===== src/hw/rtl/vt100_pkg.sv =====
// vt100_pkg: command codes, sizes and the queue entry type of the escape parser
// depends on nothing
package vt100_pkg;

    localparam logic [4:0] CMD_PRINT  = 5'd0;
    localparam logic [4:0] CMD_CR     = 5'd1;
    localparam logic [4:0] CMD_LF     = 5'd2;
    localparam logic [4:0] CMD_BS     = 5'd3;
    localparam logic [4:0] CMD_BEEP   = 5'd4;
    localparam logic [4:0] CMD_MOVE   = 5'd5;
    localparam logic [4:0] CMD_SETPOS = 5'd6;
    localparam logic [4:0] CMD_EL_END = 5'd7;
    localparam logic [4:0] CMD_EL_BEG = 5'd8;
    localparam logic [4:0] CMD_EL_ALL = 5'd9;
    localparam logic [4:0] CMD_ES_END = 5'd10;
    localparam logic [4:0] CMD_ES_BEG = 5'd11;
    localparam logic [4:0] CMD_ES_ALL = 5'd12;
    localparam logic [4:0] CMD_FORMAT = 5'd13;
    localparam logic [4:0] CMD_SCROLL = 5'd14;
    localparam logic [4:0] CMD_SINGLE = 5'd15;
    localparam logic [4:0] CMD_DOUBLE = 5'd16;

    localparam logic [7:0] CH_ESC = 8'h1B;
    localparam logic [7:0] CH_CR  = 8'h0D;
    localparam logic [7:0] CH_LF  = 8'h0A;
    localparam logic [7:0] CH_BS  = 8'h08;
    localparam logic [7:0] CH_BEL = 8'h07;
    localparam logic [7:0] CH_SI  = 8'h0F;

    localparam int ARG_W = 9;
    localparam int OUT_W = 34;

    // front-to-back queue entry
    typedef struct packed {
        logic       is_esc;
        logic [7:0] ch;
    } t_entry;

    typedef struct packed {
        logic [4:0] cmd;
        logic [8:0] a;
        logic [8:0] b;
        logic [7:0] glyph;
        logic [2:0] mask;
        logic       on;
    } t_result;

    function automatic logic is_letter(input logic [7:0] c);
        is_letter = (c >= 8'h41 && c <= 8'h5A) || (c >= 8'h61 && c <= 8'h7A);
    endfunction

    function automatic logic is_digit(input logic [7:0] c);
        is_digit = c >= 8'h30 && c <= 8'h39;
    endfunction

endpackage


===== src/hw/rtl/vt100_ram.sv =====
// vt100_ram: generic single-port-write, single-port-read ram with registered read
// depends on nothing
module vt100_ram #(
    parameter int WIDTH = 8,
    parameter int DEPTH = 16
) (
    input  logic                     i_clk,
    input  logic                     i_we,
    input  logic [$clog2(DEPTH)-1:0] i_waddr,
    input  logic [WIDTH-1:0]         i_wdata,
    input  logic [$clog2(DEPTH)-1:0] i_raddr,
    output logic [WIDTH-1:0]         o_rdata
);
    logic [WIDTH-1:0] r_mem [DEPTH];

    always_ff @(posedge i_clk) begin
        if (i_we) begin
            r_mem[i_waddr] <= i_wdata;
        end
        o_rdata <= r_mem[i_raddr];
    end
endmodule


===== src/hw/rtl/vt100_front.sv =====
// vt100_front: takes bytes, handles printing-mode bytes, tags escape bytes
// depends on vt100_pkg
module vt100_front
    import vt100_pkg::*;
(
    input  logic    i_clk,
    input  logic    i_rst_n,
    input  logic    i_valid,
    output logic    o_ready,
    input  logic [7:0] i_byte,
    input  logic    i_esc_done,
    output logic    o_q_valid,
    input  logic    i_q_ready,
    output t_entry  o_q_data
);
    logic r_esc;
    logic n_esc;
    logic [1:0] r_cnt;
    logic [1:0] n_cnt;
    t_entry r_q [2];
    logic r_wp, r_rp;
    logic take, pop, esc_now;

    // in escape mode, one byte at a time until the back part has judged it
    assign esc_now = r_esc && !i_esc_done;
    assign o_ready = (r_cnt != 2'd2) && !(esc_now && (r_cnt != 2'd0 || !i_q_ready));
    assign take = i_valid && o_ready;
    assign pop = o_q_valid && i_q_ready;
    assign o_q_valid = r_cnt != 2'd0;
    assign o_q_data = r_q[r_rp];

    always_comb begin
        n_esc = r_esc;
        if (i_esc_done) begin
            n_esc = 1'b0;
        end
        if (take && !esc_now && i_byte == CH_ESC) begin
            n_esc = 1'b1;
        end
        n_cnt = r_cnt + {1'b0, take} - {1'b0, pop};
    end

    always_ff @(posedge i_clk) begin
        if (take) begin
            r_q[r_wp] <= '{is_esc: esc_now, ch: i_byte};
        end
        if (!i_rst_n) begin
            r_esc <= 1'b0;
            r_cnt <= '0;
            r_wp  <= 1'b0;
            r_rp  <= 1'b0;
        end else begin
            r_esc <= n_esc;
            r_cnt <= n_cnt;
            if (take) r_wp <= ~r_wp;
            if (pop)  r_rp <= ~r_rp;
        end
    end
endmodule


===== src/hw/rtl/vt100_back.sv =====
// vt100_back: sequence buffer and rescan matcher, produces command words
// depends on vt100_pkg, vt100_ram
module vt100_back
    import vt100_pkg::*;
#(
    parameter int SEQ_DEPTH = 16,
    parameter int PARAM_MAX = 255
) (
    input  logic    i_clk,
    input  logic    i_rst_n,
    input  logic    i_q_valid,
    output logic    o_q_ready,
    input  t_entry  i_q_data,
    output logic    o_esc_done,
    output logic    o_valid,
    input  logic    i_ready,
    output t_result o_res
);
    localparam int AW = $clog2(SEQ_DEPTH);
    localparam int LW = $clog2(SEQ_DEPTH + 1);
    localparam int PW = $clog2(PARAM_MAX + 1);
    localparam logic [PW-1:0] PMAX = PW'(PARAM_MAX);

    typedef enum logic [3:0] {
        S_IDLE = 4'b0001,
        S_SCAN = 4'b0010,
        S_DONE = 4'b0100,
        S_OUT  = 4'b1000
    } t_state;

    t_state r_st, n_st;
    logic [LW-1:0] r_len;
    logic [LW-1:0] r_n;
    logic [AW:0] r_pos;
    logic [7:0] r_first, r_second, r_prev, r_last;
    logic [PW-1:0] r_va, r_vb;
    logic r_anya, r_anyb, r_insec, r_stop;
    logic r_ovf;
    t_result r_res, n_res;
    logic r_emit;
    logic [7:0] rdata;
    logic [AW-1:0] raddr;
    logic we;

    assign raddr = r_pos[AW-1:0];
    assign we = i_q_valid && o_q_ready && i_q_data.is_esc && !r_ovf;

    vt100_ram #(.WIDTH(8), .DEPTH(SEQ_DEPTH)) u_buf (
        .i_clk   (i_clk),
        .i_we    (we),
        .i_waddr (r_len[AW-1:0]),
        .i_wdata (i_q_data.ch),
        .i_raddr (raddr),
        .o_rdata (rdata)
    );

    assign o_q_ready = (r_st == S_IDLE) && !(o_valid && !i_ready);
    assign o_valid = r_emit;
    assign o_res = r_res;

    function automatic logic [PW-1:0] step_num(input logic [PW-1:0] v, input logic [7:0] c);
        logic [PW+3:0] t;
        t = {4'd0, v} * (PW+4)'(10) + {{PW{1'b0}}, c[3:0]};
        step_num = (t > {4'd0, PMAX}) ? PMAX : t[PW-1:0];
    endfunction

    function automatic logic [8:0] arg(input logic [PW-1:0] v, input logic any);
        arg = any ? 9'(v) : 9'd1;
    endfunction

    logic [8:0] a9, b9;
    logic ok_res;
    logic hit, emit;

    always_comb begin
        a9 = arg(r_va, r_anya);
        b9 = arg(r_vb, r_anyb);
        hit = 1'b1;
        emit = 1'b0;
        n_res = '0;
        if (r_first == 8'h5B) begin
            case (r_last)
                8'h41: begin emit = 1'b1; n_res.cmd = CMD_MOVE; n_res.a = -a9; end
                8'h42: begin emit = 1'b1; n_res.cmd = CMD_MOVE; n_res.a = a9; end
                8'h43: begin emit = 1'b1; n_res.cmd = CMD_MOVE; n_res.b = a9; end
                8'h44: begin emit = 1'b1; n_res.cmd = CMD_MOVE; n_res.b = -a9; end
                8'h48, 8'h66: begin
                    emit = 1'b1; n_res.cmd = CMD_SETPOS;
                    n_res.a = a9 - 9'd1; n_res.b = b9 - 9'd1;
                end
                8'h72: begin emit = 1'b1; n_res.cmd = CMD_SCROLL; n_res.a = a9; n_res.b = b9; end
                8'h4B: begin
                    emit = 1'b1;
                    if (r_second == 8'h4B) n_res.cmd = CMD_EL_END;
                    else if (r_second == 8'h31) n_res.cmd = CMD_EL_BEG;
                    else if (r_second == 8'h32) n_res.cmd = CMD_EL_ALL;
                    else begin emit = 1'b0; hit = 1'b0; end
                end
                8'h4A: begin
                    emit = 1'b1;
                    if (r_second == 8'h4A) n_res.cmd = CMD_ES_END;
                    else if (r_second == 8'h31) n_res.cmd = CMD_ES_BEG;
                    else if (r_second == 8'h32) n_res.cmd = CMD_ES_ALL;
                    else begin emit = 1'b0; hit = 1'b0; end
                end
                8'h6D: begin
                    n_res.cmd = CMD_FORMAT; emit = 1'b1;
                    if (r_second == 8'h6D) n_res.mask = 3'd7;
                    else if (r_second == 8'h31) begin n_res.mask = 3'd1; n_res.on = 1'b1; end
                    else if (r_second == 8'h34) begin n_res.mask = 3'd2; n_res.on = 1'b1; end
                    else if (r_second == 8'h37) begin n_res.mask = 3'd4; n_res.on = 1'b1; end
                    else emit = 1'b0;
                end
                8'h68, 8'h6C: hit = 1'b1;
                8'h67: hit = (r_second == 8'h67 || r_second == 8'h30 || r_second == 8'h33);
                8'h6E: hit = (r_second == 8'h35 || r_second == 8'h36);
                default: hit = 1'b0;
            endcase
        end else begin
            case (r_first)
                8'h45: begin emit = 1'b1; n_res.cmd = CMD_LF; end
                8'h44, 8'h4D, 8'h37, 8'h38, 8'h3D, 8'h3E, 8'h48: hit = 1'b1;
                8'h23: begin
                    if (r_n < LW'(2)) hit = 1'b0;
                    else if (r_second == 8'h35) begin emit = 1'b1; n_res.cmd = CMD_SINGLE; end
                    else if (r_second == 8'h37) begin emit = 1'b1; n_res.cmd = CMD_DOUBLE; end
                end
                default: hit = is_letter(r_last);
            endcase
        end
        if (!emit) n_res = '0;
        ok_res = emit;
    end

    logic [7:0] qc;
    assign qc = i_q_data.ch;

    always_ff @(posedge i_clk) begin
        if (!i_rst_n) begin
            r_st <= S_IDLE;
            r_len <= '0;
            r_emit <= 1'b0;
            r_ovf <= 1'b0;
            o_esc_done <= 1'b0;
        end else begin
            o_esc_done <= 1'b0;
            if (r_emit && i_ready) r_emit <= 1'b0;
            case (r_st)
                S_IDLE: begin
                    if (i_q_valid && o_q_ready) begin
                        if (!i_q_data.is_esc) begin
                            if (qc != CH_ESC && qc != CH_SI) begin
                                r_emit <= 1'b1;
                                r_res <= '0;
                                case (qc)
                                    CH_CR:  r_res.cmd <= CMD_CR;
                                    CH_LF:  r_res.cmd <= CMD_LF;
                                    CH_BS:  r_res.cmd <= CMD_BS;
                                    CH_BEL: r_res.cmd <= CMD_BEEP;
                                    default: r_res.glyph <= qc;
                                endcase
                            end
                        end else if (r_ovf) begin
                            r_ovf <= 1'b0;
                            r_len <= '0;
                            o_esc_done <= 1'b1;
                        end else begin
                            r_last <= qc;
                            r_n <= r_len + LW'(1);
                            r_pos <= '0;
                            r_va <= '0; r_vb <= '0;
                            r_anya <= 1'b0; r_anyb <= 1'b0;
                            r_insec <= 1'b0; r_stop <= 1'b0;
                            r_second <= 8'd0;
                            r_st <= S_SCAN;
                        end
                    end
                end
                S_SCAN: begin
                    // one buffer byte a cycle; data of r_pos arrives next cycle
                    r_pos <= r_pos + (AW+1)'(1);
                    if (r_pos != '0) begin
                        if (r_pos == (AW+1)'(1)) r_first <= rdata;
                        if (r_pos == (AW+1)'(2)) r_second <= rdata;
                        if (r_pos >= (AW+1)'(2) && !r_stop) begin
                            if (is_digit(rdata)) begin
                                if (r_insec) begin r_vb <= step_num(r_vb, rdata); r_anyb <= 1'b1; end
                                else begin r_va <= step_num(r_va, rdata); r_anya <= 1'b1; end
                            end else if (!r_insec && rdata == 8'h3B) r_insec <= 1'b1;
                            else r_stop <= 1'b1;
                        end
                        if (LW'(r_pos) == r_n) r_st <= S_DONE;
                    end
                end
                S_DONE: begin
                    if (!(r_emit && !i_ready)) begin
                        r_st <= S_IDLE;
                        if (hit) begin
                            r_len <= '0;
                            o_esc_done <= 1'b1;
                            if (ok_res) begin r_emit <= 1'b1; r_res <= n_res; end
                        end else begin
                            r_len <= r_n;
                            if (r_n == LW'(SEQ_DEPTH)) begin
                                r_len <= '0;
                                o_esc_done <= 1'b1;
                            end
                        end
                    end
                end
                default: r_st <= S_IDLE;
            endcase
        end
    end
endmodule


===== src/hw/rtl/vt100_escape_parser.sv =====
// vt100_escape_parser: top level of the byte-serial escape sequence parser
// depends on vt100_pkg, vt100_front, vt100_back
//  channel  | dir | tdata bits           | tuser
//  s_axis   | in  | [7:0] rx_byte        | none
//  m_axis   | out | [4:0] cmd [13:5] first_arg [22:14] second_arg
//           |     | [30:23] glyph [33:31] attr_mask [34] attr_on [39:35] zero | none
// a printing byte passes the front queue and then the registered result word;
// one byte a cycle while the output is not stalled; an escape byte holds the input
// until the back part has judged it, set by the one-byte-a-cycle rescan of the buffer ram
// reset is synchronous, active low; no clearing pass
// a stalled output holds the back part and, in escape mode, the input
module vt100_escape_parser
    import vt100_pkg::*;
#(
    parameter int SEQ_DEPTH = 16,
    parameter int PARAM_MAX = 255
) (
    input  logic        i_clk,
    input  logic        i_rst_n,
    input  logic        s_axis_tvalid,
    output logic        s_axis_tready,
    input  logic [7:0]  s_axis_tdata,  // rx_byte
    output logic        m_axis_tvalid,
    input  logic        m_axis_tready,
    output logic [39:0] m_axis_tdata   // cmd, first_arg, second_arg, glyph, attr_mask, attr_on
);
    logic q_valid, q_ready, esc_done;
    t_entry q_data;
    t_result res;

    vt100_front u_front (
        .i_clk(i_clk), .i_rst_n(i_rst_n),
        .i_valid(s_axis_tvalid), .o_ready(s_axis_tready), .i_byte(s_axis_tdata),
        .i_esc_done(esc_done),
        .o_q_valid(q_valid), .i_q_ready(q_ready), .o_q_data(q_data)
    );

    vt100_back #(.SEQ_DEPTH(SEQ_DEPTH), .PARAM_MAX(PARAM_MAX)) u_back (
        .i_clk(i_clk), .i_rst_n(i_rst_n),
        .i_q_valid(q_valid), .o_q_ready(q_ready), .i_q_data(q_data),
        .o_esc_done(esc_done),
        .o_valid(m_axis_tvalid), .i_ready(m_axis_tready), .o_res(res)
    );

    assign m_axis_tdata = {5'd0, res.on, res.mask, res.glyph, res.b, res.a, res.cmd};
endmodule


===== config.mk =====
export PLATFORM = sky130hd
export DESIGN_NAME = vt100_escape_parser
export DESIGN_NICKNAME = d
export VERILOG_FILES = /design/src/hw/rtl/vt100_pkg.sv /design/src/hw/rtl/vt100_ram.sv /design/src/hw/rtl/vt100_front.sv /design/src/hw/rtl/vt100_back.sv /design/src/hw/rtl/vt100_escape_parser.sv
export SDC_FILE = /design/constraint.sdc
export NUM_CORES = 1
export LEC_CHECK = 0
export ABC_CLOCK_PERIOD_IN_PS = 8300
export BUFFER_PORTS_ARGS = -buffer_cell sky130_fd_sc_hd__buf_2
export CORE_MARGIN = 8
export CORE_UTILIZATION = 30
export CTS_BUF_LIST = sky130_fd_sc_hd__clkbuf_4 sky130_fd_sc_hd__clkbuf_8
export DETAILED_ROUTE_END_ITERATION = 10
export GPL_ROUTABILITY_DRIVEN = 0
export PLACE_DENSITY = 0.49
export SYNTH_ARGS = -nofsm -noshare
export SYNTH_HDL_FRONTEND = slang
export SYNTH_SLANG_ARGS = --single-unit

===== constraint.sdc =====
create_clock -name i_clk -period 8.3 [get_ports i_clk]
set_input_delay 0.415 -clock i_clk [delete_from_list [all_inputs] [get_ports i_clk]]
set_output_delay 0.415 -clock i_clk [all_outputs]
set_load 0.02 [all_outputs]

Word-level counts from Yosys, hierarchy flattened
Memories as Yosys holds them, arrays and structs flattened. A register that Yosys moved wholly into a read port is not among the register bits.
Index checks and enable logic that the tools add are counted.
- multiply operators: 2
- reduce and logical (&&, ||, !) cells: 54
- bitwise gates (word level): 5
- $add $sub $neg: 9
- equal/unequal tests: 69
- mux-type cells: 120
- order comparisons: 10
- operator list (operator ; number):
    two-way mux 35 bit ; 6
    == test 8 x 7 -> 1 bit (second input constant) ; 23
    two-way mux 8 bit ; 17
    == test 8 x 6 -> 1 bit (second input constant) ; 14
    two-way mux 5 bit ; 14
    one-hot mux 35 bit (2 select lines) ; 1
    two-way mux 1 bit ; 49
    two-way mux 4 bit ; 12
    one-hot mux 8 bit (2 select lines) ; 3
    AND reduction 8 bit ; 5
    one-hot mux 9 bit (4 select lines) ; 1
    one-hot mux 5 bit (6 select lines) ; 1
    one-hot mux 9 bit (3 select lines) ; 1
    adder 12 x 4 -> 12 bit ; 2
    == test 8 x 4 -> 1 bit (second input constant) ; 3
    > comparator 12 x 8 -> 1 bit (second input constant) ; 2
    multiplier 8 x 3 -> 11 bit (second input constant) ; 2
    inequality test 2 x 1 -> 1 bit (second input constant) ; 10
    one-hot mux 5 bit (2 select lines) ; 2
    two-way mux 18 bit ; 1
    subtractor 9 x 1 -> 9 bit (second input constant) ; 2
    logical AND 1 bit ; 17
    >= comparator 8 x 7 -> 1 bit (second input constant) ; 2
    less-or-equal comparator 8 x 7 -> 1 bit (second input constant) ; 2
    other kinds (40) ; 77
- register bits: 105
- RAM bits: 146
- output and inout bits: 42
- logic and storage cells: 296
- memories: 2
- input port bits: 12
- memories (name ; words ; bits a word ; rd ports ; clocked after Yosys merged registers in ; wr ports ; line ; RTL):
    u_back.u_buf.r_mem ; 16 ; 8 ; 1 ; 1 ; 1 ; vt100_ram.sv:14 ; logic [WIDTH-1:0] r_mem [DEPTH];
    u_front.r_q ; 2 ; 9 ; 1 ; 1 ; 1 ; vt100_front.sv:20 ; t_entry r_q [2];

Longest topological paths before layout
- depth in word-level cells: 13
- mapped depth: 10
- depth with buffers taken out: 9

Hierarchy
From an unflattened synthesis, not the netlist that was laid out.
- cells, all modules: 957
- area total of the unflattened synthesis: 12784.8 µm²
- by module, submodules not included (module ; seq. area each (µm²) ; cells an instance ; area each (µm²) ; times used):
    vt100_back ; 2872.8 ; 656 ; 6607.6 ; 1
    vt100_ram ; 4003.8 ; 229 ; 5147.4 ; 1
    vt100_front ; 660.6 ; 66 ; 988.4 ; 1
    vt100_escape_parser ; 0.0 ; 6 ; 41.3 ; 1

Worst setup path before layout
OpenSTA, ideal clock, no wires.
- path kind: register to register
- start: register u_back.r_last[2]
- end: register u_back.r_res (netlist bit u_back.o_res[0]) (enable)
- required time: 7.876 ns
- setup slack: 4.534 ns
- buffers on the path: 1
- period minus slack after synthesis: 3.766 ns
- cell stages (with the launch flop): 8
- arrival time: 3.342 ns
- library setup time: 0.424 ns
- cells stage by stage: edfxtp_1 -> buf_6 -> or4b_4 -> a211oi_4 -> nor3_2 -> nor4b_4 -> o21a_1 -> a211oi_2
- cells in the longest elaborated chain, start to end: 7
- elaborated cells between the ends (all ways): 31
- those cells by class: order compare: 4; eq/ne: 16; mux: 5; reduce/logical: 6
- ends and longest elaborated chain (element ; line ; RTL):
    start, declared ; vt100_back.sv:35 ; logic [7:0] r_first, r_second, r_prev, r_last;
    start signal, assigned ; vt100_back.sv:168 ; r_last <= qc;
    >= comparator 8 x 7 -> 1 bit or less-or-equal comparator 8 x 7 -> 1 bit (tied branches) ; vt100_pkg.sv:49 ; is_letter = (c >= 8'h41 && c <= 8'h5A) || (c >= 8'h61 && c <= 8'h7A);
    logical AND 1 bit ; vt100_pkg.sv:49 ;
    logical OR 1 bit ; vt100_pkg.sv:49 ;
    one-hot mux 1 bit (2 select lines) ; vt100_back.sv:120 ; case (r_first)
    two-way mux 1 bit ; vt100_back.sv:81 ; if (r_first == 8'h5B) begin
    inequality test 2 x 1 -> 1 bit (no line) ; n/a ;
    AND reduction 8 bit (no line) * ; n/a ;
    end, declared ; vt100_back.sv:39 ; t_result r_res, n_res;
Mark *: on every way between the ends. The rest lies on a longest branch, timed or not.
A chain may end at the register's enable or synchronous reset.

Worst setup path after layout
- start: register u_back.r_last[3]
- end: register u_back.r_res (netlist bit u_back.o_res[14]) (enable)
Same word-level chain as after synthesis.

==> flow_summary.json <==
{
  "run_status": "finished, final reports clean",
  "reg2regPathDepth": 7,
  "ys_top_cells_by_area": "edfxtp_1 (56%), mux4_2 (7.1%), ha_1 (4.1%)",
  "vias_per_cell": 5.05,
  "hold_start": "s_axis_tdata[3]",
  "overflow": 0,
  "async_flop_share": 0,
  "ios": 54,
  "synth_seq_cells": 259,
  "wl_per_cell_um": 19.4,
  "endpoint_kind": "flip-flop",
  "seq_area_frac_synth": 0.594,
  "crit_fanout": 29,
  "required_ns": 8.52,
  "ir_drop_v": 0.000152,
  "synth-edff-count": 235,
  "reg2reg_to": "u_back.o_res[14]",
  "cap_violations": 0,
  "r2r-start": "u_back.r_last[3]",
  "syn2layout_area_growth_pct": 13.7,
  "synthesis.area_um2": 12700,
  "die-area_um2": 49200,
  "start_util": 0.303,
  "yosysWarnings": 0,
  "hpwl_um": 21000,
  "tightest_slew_ns": 0.888,
  "grt_pass1_wl_um": 47300,
  "worstPathArrival_ns": 3.79,
  "synth_common_cells": "edfxtp_1 (235), a21oi_1 (65), nor2_1 (65), nand2_1 (57), ha_1 (42)",
  "reg2reg_slack_ns": 4.73,
  "insertion_delay_ns": 0.59,
  "clockBufferDepth": 3,
  "die-width_um": 222,
  "insertedDiodeCount": 0,
  "grt_usage": 0.122,
  "rsz0062_at_grt": "false",
  "skew_ns": 0.0412,
  "io_buffers": 48,
  "cts_hold_buffers": 1,
  "cts_tree": "yes",
  "core_um2": 41900,
  "path_buf_inv": 1,
  "post_cts_buffers": 0,
  "postRouteAntennaNets": 0,
  "hold_viol": 0,
  "htreeDepth": 2,
  "drt_wl_total_um": 30600,
  "cp_top_family": "compound AO/OA/AOI/OAI gates",
  "setup_viol": 0,
  "critPathKind": "reg -> reg",
  "start_kind": "flip-flop",
  "holdPathStages": 1,
  "critPathSlowestCell": "edfxtp_1",
  "post_dp_cell_area_um2": 13500,
  "antenna_found_initial": 0,
  "cts_resized": 0,
  "row_count": 75,
  "slowest_delay_ns": 0.71,
  "hold_end": "u_front.r_q[0][3]",
  "synth_largest_area_cell": "edfxtp_1",
  "synth_top_area_share": 0.556,
  "drive_gt1_frac": 0.195,
  "path_clk_slew_ns": 0.06,
  "fmax_mhz": 280,
  "postLayoutCellArea_um2": 14400,
  "drc": 0,
  "syn_area_per_cell_um2": 13.4,
  "synth_cell_types": 84,
  "critPathLaunch": "u_back.r_last[3]",
  "cts_sinks": 259,
  "fin_nets": 1063,
  "critPathMostFrequentCell": "a211oi_4",
  "cts-root-buf": "clkbuf_8",
  "synth_top_flop_cell": "edfxtp_1",
  "slew_violations": 0,
  "syn_inst": 945,
  "dr.pass1.iters": 7,
  "min_period_ns": 3.57,
  "min_path_type": "in -> reg",
  "dpl_worst_slack_ns": 4.72,
  "fin_ws_ns": 4.73,
  "slew_headroom": 0.408,
  "die_h_um": 222,
  "post-route-period-util": 0.430,
  "via_count": 7976,
  "grt_pass1_vias": 7939,
  "yosysMostFrequentCell": "edfxtp_1",
  "grt_start_max_net_pins": 39,
  "p_per_area_nw_per_um2": 265,
  "final_util": 0.345,
  "crit_path_cell_trace": "or4b_4, a211oi_4, nor3_2, nor4b_4, o21a_1, a211oi_4, buf_4",
  "setup_tns_ns": 0,
  "numCtsBuffers": 44,
  "cellLeakagePower_nw": 4.95,
  "holdWs_ns": 0.0519,
  "drtIter0Drc": 523
}
==> stage by stage <==
| stage | std cells | power [mW] |
|---|---|---|
| floorplan | 949 | 2.37 |
| global placement | 1497 | 2.64 |
| detailed placement | 1497 | 2.65 |
| CTS | 1580 | 3.88 |
| global route | 1580 | 4.04 |
| finish | 1580 | 3.83 |
==> worst max-delay path by stage <==
stage / to / slack [ns] / cells after the start
floorplan: u_back.o_res[0] / 4.53 / 7
global placement: u_back.o_res[17] / 4.85 / 7
detailed placement: u_back.o_res[19] / 4.72 / 7
CTS: u_back.o_res[20] / 4.73 / 7
global route: u_back.r_va[0] / 4.53 / 8
finish: u_back.o_res[14] / 4.73 / 7
==> kinds of logic (layout without fill, tap and decap cells) <==
| kind of cell | count (synthesis) | count (layout) | synth area share |
|---|---|---|---|
| and+or+nand+nor | 315 | 315 | 0.138 |
| other | 1 | 5 | 0.000295 |
| muxes | 56 | 56 | 0.0843 |
| buffers and inverters | 65 | 157 | 0.0224 |
| adders and majority gates | 46 | 46 | 0.0477 |
| xor gates and xnor gates | 37 | 37 | 0.0255 |
| DFF | 259 | 259 | 0.594 |
| AOI/OAI and AO/OA | 166 | 166 | 0.0876 |
==> power breakdown <==
group | switching [mW] | internal, mW
logic | 0.514 | 0.336
clock network | 0.523 | 0.694
registers | 0.142 | 1.62
total | 1.18 | 2.65
==> worst register-to-register path, cell delays in order (launching register included) <==
cell	delay, ns
edfxtp_1	0.71
or4b_4	0.57
a211oi_4	0.55
nor3_2	0.09
nor4b_4	0.16
o21a_1	0.23
a211oi_4	0.46
buf_4	0.44
==> cell usage in the layout (no fill, tap or decap), types with 5 or more instances in the layout <==
cell type	count
a21o_1	6
a21oi_1	65
a22o_1	5
and2_1	17
and3_1	12
buf_2	48
buf_4	6
clkbuf_4	26
clkbuf_8	49
conb_1	5
dfxtp_1	24
edfxtp_1	235
ha_1	42
inv_1	20
mux2_2	7
mux2i_1	9
mux4_2	40
nand2_1	57
nand2b_1	9
nand3_1	27
nand3b_1	7
nand4_1	5
nand4b_1	6
nor2_1	65
nor2b_1	23
nor3_1	26
nor3b_1	13
nor4_1	11
o21a_1	9
o21ai_0	22
xnor2_1	16
xor2_1	21
==> area by class of cell <==
| class | count | area, um^2 |
|---|---|---|
| clock buffer | 75 | 870 |
| sequential | 259 | 7540 |
| timing repair buffer | 55 | 295 |
| tap | 539 | 674 |
| fill | 4082 | 27400 |
| clock inverter | 7 | 81.3 |
| inverter | 20 | 75.1 |
| multi-input combinational | 625 | 4910 |
==> registers in the layout (all words and copies together) (netlist names), 2 cells and up, named ones only <==
| name | cells |
|---|---|
| u_back.o_res | 35 |
| u_back.r_first | 8 |
| u_back.r_last | 8 |
| u_back.r_len | 5 |
| u_back.r_n | 5 |
| u_back.r_pos | 5 |
| u_back.r_second | 8 |
| u_back.r_st | 3 |
| u_back.r_va | 8 |
| u_back.r_vb | 8 |
| u_back.u_buf.o_rdata | 8 |
| u_back.u_buf.r_mem | 128 |
| u_front.r_cnt | 2 |
| u_front.r_q | 18 |
==> routing by layer <==
layer	track usage	share of wire	up-vias
met4	0.0293	0.015	0
li1	-	-	3782
met5	0	0	-
met2	0.198	0.47	204
met3	0.0243	0.055	41
met1	0.165	0.46	3949
Note: power is estimated with default switching activity, not from simulation.
